### src/rtl/i2crf_pkg.sv
// Package with shared types, codes and reset values of the I2C target register file.
package i2crf_pkg;

	localparam logic [1:0] REQ_ADDR_WR = 2'd0;
	localparam logic [1:0] REQ_ADDR_RD = 2'd1;
	localparam logic [1:0] REQ_DATA_RD = 2'd2;
	localparam logic [1:0] REQ_DATA_WR = 2'd3;

	localparam logic [7:0] IDX_ERROR   = 8'd0;
	localparam logic [7:0] IDX_CLEAR   = 8'd1;
	localparam logic [7:0] IDX_PER_H   = 8'd2;
	localparam logic [7:0] IDX_PER_L   = 8'd3;
	localparam logic [7:0] IDX_TIMEOUT = 8'd4;
	localparam logic [7:0] IDX_ALARM_H = 8'd5;
	localparam logic [7:0] IDX_ALARM_L = 8'd6;

	localparam logic [15:0] RST_PERIOD  = 16'h03D0;
	localparam logic [7:0]  RST_TIMEOUT = 8'd10;
	localparam logic [15:0] RST_ALARM   = 16'd1825;

	localparam logic [1:0] OP_PLAIN  = 2'd0;
	localparam logic [1:0] OP_READ   = 2'd1;
	localparam logic [1:0] OP_CLEAR  = 2'd2;
	localparam logic [1:0] OP_PERIOD = 2'd3;

	typedef struct packed {
		logic       we;
		logic [7:0] waddr;
		logic [7:0] wdata;
		logic       re;
		logic [7:0] raddr;
	} mem_cmd_t;

	function automatic logic [7:0] reset_value(input logic [7:0] addr);
		logic [7:0] v;
		case (addr)
			IDX_PER_H:   v = RST_PERIOD[15:8];
			IDX_PER_L:   v = RST_PERIOD[7:0];
			IDX_TIMEOUT: v = RST_TIMEOUT;
			IDX_ALARM_H: v = RST_ALARM[15:8];
			IDX_ALARM_L: v = RST_ALARM[7:0];
			default:     v = 8'd0;
		endcase
		return v;
	endfunction

endpackage

### src/rtl/i2crf_if.sv
// Handshake interfaces for bus events and result transfers.
interface i2crf_req_if;
	logic       valid;
	logic       ready;
	logic [1:0] req_type;
	logic [7:0] data_in;

	modport source (output valid, output req_type, output data_in, input ready);
	modport sink (input valid, input req_type, input data_in, output ready);
endinterface

interface i2crf_rsp_if;
	logic        valid;
	logic        ready;
	logic [7:0]  read_data;
	logic        ack;
	logic        period_load;
	logic [15:0] period_value;

	modport source (output valid, output read_data, output ack, output period_load,
		output period_value, input ready);
	modport sink (input valid, input read_data, input ack, input period_load,
		input period_value, output ready);
endinterface

### src/rtl/i2c_target_register_file_unit.sv
// Top level of the I2C target register file: pointer control, result stage and output register.
// Each bus event is accepted into the result stage, and some events issue a read of the register file
// memory that the result stage then uses as registered data; no new event is taken until the last one
// has moved into the result register, and a result held by a stalled sink stalls the result stage.
// No clearing pass is needed after reset; unwritten entries read their reset values.
module i2c_target_register_file_unit #(
	parameter int REG_COUNT = 16
) (
	input  logic                clk,
	input  logic                arst_n,
	i2crf_req_if.sink           req,
	i2crf_rsp_if.source         rsp
);
	localparam logic [7:0] COUNT = 8'(REG_COUNT);

	logic [7:0]          ptr_q, ptr_d;
	logic                loaded_q, loaded_d;
	logic                busy_s1;
	logic [1:0]          kind_s1, kind_d;
	logic                ack_s1, ack_d;
	logic [7:0]          data_s1;
	logic                out_valid_q;
	logic [7:0]          rd_q;
	logic                ack_q;
	logic                load_q;
	logic [15:0]         per_q;
	logic                accept, adv, in_rng;
	logic [7:0]          ptr_inc, rdata;
	i2crf_pkg::mem_cmd_t cmd;

	assign accept   = req.valid && req.ready;
	assign req.ready = !busy_s1;
	assign adv      = busy_s1 && (!out_valid_q || rsp.ready);
	assign in_rng   = ptr_q < COUNT;
	assign ptr_inc  = ptr_q + 8'd1;

	always_comb begin
		ptr_d    = ptr_q;
		loaded_d = loaded_q;
		kind_d   = i2crf_pkg::OP_PLAIN;
		ack_d    = 1'b1;
		cmd      = '0;
		if (accept) begin
			case (req.req_type)
				i2crf_pkg::REQ_ADDR_WR: loaded_d = 1'b0;
				i2crf_pkg::REQ_DATA_RD: begin
					if (in_rng) begin
						cmd.re    = 1'b1;
						cmd.raddr = ptr_q;
						kind_d    = i2crf_pkg::OP_READ;
						ptr_d     = ptr_inc;
					end else begin
						ack_d = 1'b0;
					end
				end
				i2crf_pkg::REQ_DATA_WR: begin
					if (!loaded_q) begin
						ptr_d    = req.data_in;
						loaded_d = 1'b1;
						ack_d    = req.data_in < COUNT;
					end else if (in_rng) begin
						cmd.we    = 1'b1;
						cmd.waddr = ptr_q;
						cmd.wdata = req.data_in;
						if (ptr_q == i2crf_pkg::IDX_CLEAR) begin
							cmd.re    = 1'b1;
							cmd.raddr = i2crf_pkg::IDX_ERROR;
							kind_d    = i2crf_pkg::OP_CLEAR;
						end else if (ptr_q == i2crf_pkg::IDX_PER_L) begin
							cmd.re    = 1'b1;
							cmd.raddr = i2crf_pkg::IDX_PER_H;
							kind_d    = i2crf_pkg::OP_PERIOD;
						end
						ptr_d = ptr_inc;
						ack_d = ptr_inc < COUNT;
					end else begin
						ack_d = 1'b0;
					end
				end
				default: ;
			endcase
		end else if (adv && kind_s1 == i2crf_pkg::OP_CLEAR) begin
			cmd.we    = 1'b1;
			cmd.waddr = i2crf_pkg::IDX_ERROR;
			cmd.wdata = rdata & ~data_s1;
		end
	end

	i2crf_mem #(
		.DEPTH(REG_COUNT)
	) u_mem (
		.clk   (clk),
		.arst_n(arst_n),
		.cmd   (cmd),
		.rdata (rdata)
	);

	always_ff @(posedge clk or negedge arst_n) begin
		if (!arst_n) begin
			ptr_q       <= '0;
			loaded_q    <= 1'b0;
			busy_s1     <= 1'b0;
			out_valid_q <= 1'b0;
		end else begin
			ptr_q    <= ptr_d;
			loaded_q <= loaded_d;
			if (accept) begin
				busy_s1 <= 1'b1;
			end else if (adv) begin
				busy_s1 <= 1'b0;
			end
			if (adv) begin
				out_valid_q <= 1'b1;
			end else if (rsp.ready) begin
				out_valid_q <= 1'b0;
			end
		end
	end

	always_ff @(posedge clk) begin
		if (accept) begin
			kind_s1 <= kind_d;
			ack_s1  <= ack_d;
			data_s1 <= req.data_in;
		end
		if (adv) begin
			rd_q   <= (kind_s1 == i2crf_pkg::OP_READ) ? rdata : 8'd0;
			ack_q  <= ack_s1;
			load_q <= kind_s1 == i2crf_pkg::OP_PERIOD;
			per_q  <= (kind_s1 == i2crf_pkg::OP_PERIOD) ? {rdata, data_s1} : 16'd0;
		end
	end

	assign rsp.valid        = out_valid_q;
	assign rsp.read_data    = rd_q;
	assign rsp.ack          = ack_q;
	assign rsp.period_load  = load_q;
	assign rsp.period_value = per_q;

	a_busy_from_accept: assert property (@(posedge clk) disable iff (!arst_n)
		$rose(busy_s1) |-> $past(accept))
		else $error("result stage started without a transfer");

	a_loaded_from_write: assert property (@(posedge clk) disable iff (!arst_n)
		$rose(loaded_q) |-> $past(accept && req.req_type == i2crf_pkg::REQ_DATA_WR))
		else $error("pointer loaded without a data write");

	a_load_acks: assert property (@(posedge clk) disable iff (!arst_n)
		rsp.valid && rsp.period_load |-> rsp.ack && rsp.read_data == 8'd0)
		else $error("period reload with bad ack or read data");

	a_read_acks: assert property (@(posedge clk) disable iff (!arst_n)
		rsp.valid && rsp.read_data != 8'd0 |-> rsp.ack)
		else $error("read data returned with NACK");

endmodule

### src/rtl/i2crf_mem.sv
// Register file memory with per-entry valid bits and reset values for unwritten entries.
module i2crf_mem #(
	parameter int DEPTH = 16
) (
	input  logic               clk,
	input  logic               arst_n,
	input  i2crf_pkg::mem_cmd_t cmd,
	output logic [7:0]         rdata
);
	localparam int AW = $clog2(DEPTH);

	logic [7:0]       mem_q [DEPTH];
	logic [DEPTH-1:0] vld_q;
	logic [7:0]       rd_q;
	logic             rvld_q;
	logic [7:0]       raddr_q;

	always_ff @(posedge clk) begin
		if (cmd.we) begin
			mem_q[cmd.waddr[AW-1:0]] <= cmd.wdata;
		end
		if (cmd.re) begin
			rd_q    <= mem_q[cmd.raddr[AW-1:0]];
			rvld_q  <= vld_q[cmd.raddr[AW-1:0]];
			raddr_q <= cmd.raddr;
		end
	end

	always_ff @(posedge clk or negedge arst_n) begin
		if (!arst_n) begin
			vld_q <= '0;
		end else if (cmd.we) begin
			vld_q[cmd.waddr[AW-1:0]] <= 1'b1;
		end
	end

	assign rdata = rvld_q ? rd_q : i2crf_pkg::reset_value(raddr_q);

endmodule
### src/flat_wrapper.sv
// flat-port wrapper written by rule: the top's interface ports become plain ports
module i2c_target_register_file_unit_flat 
#(
	parameter int REG_COUNT = 16
)
  (clk, arst_n, req_valid, req_req_type, req_data_in, req_ready, rsp_valid, rsp_read_data, rsp_ack, rsp_period_load, rsp_period_value, rsp_ready);
  i2crf_req_if req_i ();
  i2crf_rsp_if rsp_i ();
  input  logic clk;
  input  logic arst_n;
  input wire logic [$bits(req_i.valid)-1:0] req_valid;
  input wire logic [$bits(req_i.req_type)-1:0] req_req_type;
  input wire logic [$bits(req_i.data_in)-1:0] req_data_in;
  output wire logic [$bits(req_i.ready)-1:0] req_ready;
  output wire logic [$bits(rsp_i.valid)-1:0] rsp_valid;
  output wire logic [$bits(rsp_i.read_data)-1:0] rsp_read_data;
  output wire logic [$bits(rsp_i.ack)-1:0] rsp_ack;
  output wire logic [$bits(rsp_i.period_load)-1:0] rsp_period_load;
  output wire logic [$bits(rsp_i.period_value)-1:0] rsp_period_value;
  input wire logic [$bits(rsp_i.ready)-1:0] rsp_ready;
  assign req_i.valid = req_valid;
  assign req_i.req_type = req_req_type;
  assign req_i.data_in = req_data_in;
  assign req_ready = req_i.ready;
  assign rsp_valid = rsp_i.valid;
  assign rsp_read_data = rsp_i.read_data;
  assign rsp_ack = rsp_i.ack;
  assign rsp_period_load = rsp_i.period_load;
  assign rsp_period_value = rsp_i.period_value;
  assign rsp_i.ready = rsp_ready;
  i2c_target_register_file_unit #(.REG_COUNT(REG_COUNT)) u_core (.clk(clk), .arst_n(arst_n), .req(req_i), .rsp(rsp_i));
endmodule
### config.mk
export PLATFORM = sky130hd
export DESIGN_NAME = i2c_target_register_file_unit_flat
export DESIGN_NICKNAME = d
export VERILOG_FILES = /design/src/rtl/i2crf_pkg.sv /design/src/rtl/i2crf_if.sv /design/src/rtl/i2c_target_register_file_unit.sv /design/src/rtl/i2crf_mem.sv /design/src/flat_wrapper.sv
export SDC_FILE = /design/constraint.sdc
export NUM_CORES = 1
export LEC_CHECK = 0
export ABC_AREA = 1
export BUFFER_PORTS_ARGS = -buffer_cell sky130_fd_sc_hd__buf_4
export CAP_MARGIN = 10
export CORE_MARGIN = 2
export CORE_UTILIZATION = 53
export DETAILED_ROUTE_END_ITERATION = 6
export HOLD_SLACK_MARGIN = 0.05
export MAX_ROUTING_LAYER = met4
export PLACE_DENSITY = 0.75
export SKIP_CTS_REPAIR_TIMING = 1
export SLEW_MARGIN = 40
export SYNTH_ARGS = -nofsm -noshare
export SYNTH_HDL_FRONTEND = slang
export SYNTH_HIERARCHICAL = 1
export SYNTH_SLANG_ARGS = --single-unit
### constraint.sdc
create_clock -name clk -period 6.7 [get_ports clk]
set_input_delay 1.34 -clock clk [delete_from_list [all_inputs] [get_ports clk]]
set_output_delay 1.34 -clock clk [all_outputs]
set_load 0.02 [all_outputs]
==> reports/results.tsv <==
stage	metric	value	unit
min_path	min_path_type	reg2reg	
clock_tree	cts_tree	done	
floorplanning	die_h	136.7	um
setup_path	r2r_slack	3490	ps
setup_path	crit_family	simple AND/OR/NAND/NOR gates	
timing	clock_skew	7.805	ps
setup_path	crit_slowest_cell	nor2_1	
setup_path	reg2reg_to	u_core/u_mem/mem_q[1][7]$_DFFE_PP_	
detailed_routing	wl_per_cell	16.72	um
setup_path	crit_start	req_valid	
synth	synth.cell_area	9331	um2
finish	fillCellCount	1349	
setup_path	path_class	in2reg	
setup_path	required	6820	ps
placed_design	port_buffers	41	
finish	n_antenna_cell	0	
global_route	gr-total-overflow	0	
global_route	grt_pass1_wl	30940	um
global_route	grt_max_degree	73	
pwr	cellPowerDensity	263.1	nW/um2
detailed_routing	drt_pass1_iterations	7	
synth	syn_inst	923	
clock_tree	clkLatencyLatePin	490	ps
finish	area_delta_synth_final	11.76	%
floorplanning	rows	48	
min_path	hold_depth	0	
detailed_routing	via_count	6321	
global_route	antenna_found_initial	0	
timing	tns	0	ps
setup_path	crit_buf_inv	2	
min_path	hp-start	u_core/ack_s1$_DFFE_PP_	
timing	relSlewSlack	0.5061	
clock_tree	cts.htree.levels	1	
clock_tree	clockBufferDepth	3	
detailed_routing	drtIter0Drc	651	
timing	min_period_over_period	0.5593	
run	maxCapViolCount	0	
floorplanning	pin_count	42	
synth	ys_ff_latch	209	
pwr	power_leakage	4.493	nW
synth	yosysSeqAreaShare	0.6581	
placed_design	place_ws	2510	ps
clock_tree	numCtsBuffers	21	
setup_path	worstRegToRegCells	5	
floorplanning	dieWidth	136.7	um
setup_path	crit_chain	buf_4, inv_1, nor2_4, nand3_2, o31ai_1, nand3_1, nor2_1	
timing	period_needed	3747	ps
timing	setup_violations	0	
timing	rsz0062_at_grt	no	
detailed_routing	viasPerCell	5.246	
global_route	grt_pass1_vias	5691	
synth	synth.distinct_cells	31	
floorplanning	dieArea	18680	um2
setup_path	worst_ep_arrival_time	3860	ps
detailed_routing	routed_wirelength	20150	um
synth	ys.warnings.count	6	
setup_path	max_stage_delay	700	ps
timing	clock.fmax	266.9	MHz
placed_design	place_congestion	0.9419	
synth	synth.avg_cell_area	10.11	um2
timing	maxSlewViolCount	0	
pwr	max-vdd-ir-drop	0.2193	mV
timing	setup_slack	2953	ps
finish	drive_gt1_frac	0.1061	
clock_tree	cts.root.buffer_cell	clkbuf_16	
setup_path	worstPathMaxFanout	14	
finish	layout.nets	986	
setup_path	startpoint_type	input port	
timing	tightest_slew	738.1	ps
min_path	whs_endpoint	u_core/rsp.ack$_DFFE_PP_	
detailed_routing	drcViolationCount	0	
timing	hold_viol	0	
detailed_routing	antenna_left	0	
clock_tree	cts.sinks	209	
floorplanning	coreArea	17240	um2
floorplanning	start_util	0.5414	
global_route	grt_use_total	0.2265	
clock_tree	clkSlewWorstSetupHoldPaths	60	ps
outcome	status	completed	
setup_path	end_kind	flop	
setup_path	r2r-start	u_core/busy_s1$_DFFE_PN0P_	
placed_design	hpwl	12930	um
## how the worst max path moves through the flow
stage                     slack (ps)  cells past startpoint                                  end
final                           2950                      7   u_core/u_mem/mem_q[1][7]$_DFFE_PP_
after global routing            2810                      7  u_core/u_mem/mem_q[13][6]$_DFFE_PP_
after CTS                       3020                      7   u_core/u_mem/mem_q[1][7]$_DFFE_PP_
after detailed placement        2510                      7   u_core/u_mem/mem_q[1][7]$_DFFE_PP_
after global placement          2740                      7   u_core/u_mem/mem_q[1][4]$_DFFE_PP_
after floorplan                 3560                      6    u_core/u_mem/raddr_q[0]$_DFFE_PP_
## where the power goes
part | switching [mW] | internal (mW) | total [mW]
clock | 0.446 | 0.572 | 1.02
sequential | 0.0377 | 1.46 | 1.50
combinational | 0.153 | 0.0741 | 0.227
## metrics by stage
step / instance area (um2) / std cells / power [mW] / util / hold slack (ps)
floorplan: 9343 / 926 / 1.665 / - / 400.3
global placement: 9777 / 1169 / 1.746 / 0.5672 / 419.0
detailed placement: 9837 / 1169 / 1.751 / 0.5707 / 418.6
CTS: 10430 / 1205 / 2.760 / 0.6050 / 432.2
global route: 10430 / 1205 / 2.839 / 0.6050 / 438.9
finish: 10430 / 1205 / 2.744 / 0.6050 / 435.7
## Yosys cell counts (all sizes together)
cell,count,share of area
o31ai,1,0.00080
nand4,3,0.0020
o21bai,1,0.00080
conb,1,0.00040
a21oi,3,0.0016
o22ai,2,0.0013
clkinv,1,0.00040
nand3,131,0.071
nor3,9,0.0054
buf,27,0.023
nand2,250,0.10
clkbuf,2,0.00080
edfxtp,182,0.59
and2,2,0.0013
dfrtp,27,0.072
ha,5,0.0067
nor2,64,0.031
inv,176,0.072
o21ai,36,0.022
## layer usage
metal	GRT usage	wire, um	vias up	share of wire
met5	-	0	-	0
met1	0.3256	8842	2945	0.44
met4	0.07755	735	0	0.036
met2	0.3344	9083	264	0.45
li1	-	-	3054	-
met3	0.03148	1484	58	0.074
## cells in the final DEF, fill, tap and decap left out, types with 6 or more instances in the layout
master     count
dfrtp_1       27
edfxtp_1     182
o21ai_4        8
nor2_1        56
clkinv_1       6
o21ai_0       28
nand2_1      246
inv_1        171
nor3_1         6
buf_4         47
clkbuf_16     21
nand3_1      130
## state kept, by name (all words and copies together) (netlist names), 8 cells and up
name,cells
u_core/u_mem/mem_q,128
u_core/rsp.period_value,16
u_core/u_mem/vld_q,16
u_core/data_s1,8
u_core/ptr_q,8
u_core/rsp.read_data,8
u_core/u_mem/raddr_q,8
u_core/u_mem/rd_q,8
## worst reg2reg max path, stage by stage (launching register included)
cell and delay, ps:
dfrtp_1 430, nor2_4 370, nand3_2 510, o31ai_1 340
nand3_1 490, nor2_1 700
## cell type report
type	instances	area, um2	area share
inverters	177	671.9	0.06443
multi-input cells	511	2390	0.2292
flip-flops and latches	209	6141	0.5888
clock inverters	11	51.30	0.004919
repair buffers	47	352.8	0.03383
clock buffers	25	540.5	0.05183
well taps	225	281.5	0.02699
## logic make-up after synthesis
| group | count (synthesis) | synth area share |
|---|---|---|
| adders and majority gates | 5 | 0.006704 |
| buffers and inverters | 206 | 0.09574 |
| DFF | 209 | 0.6581 |
| other | 1 | 0.0004019 |
| AOI/OAI and AO/OA | 43 | 0.02628 |
| and+or+nand+nor | 459 | 0.2128 |
(Power assumes the default switching activity.)
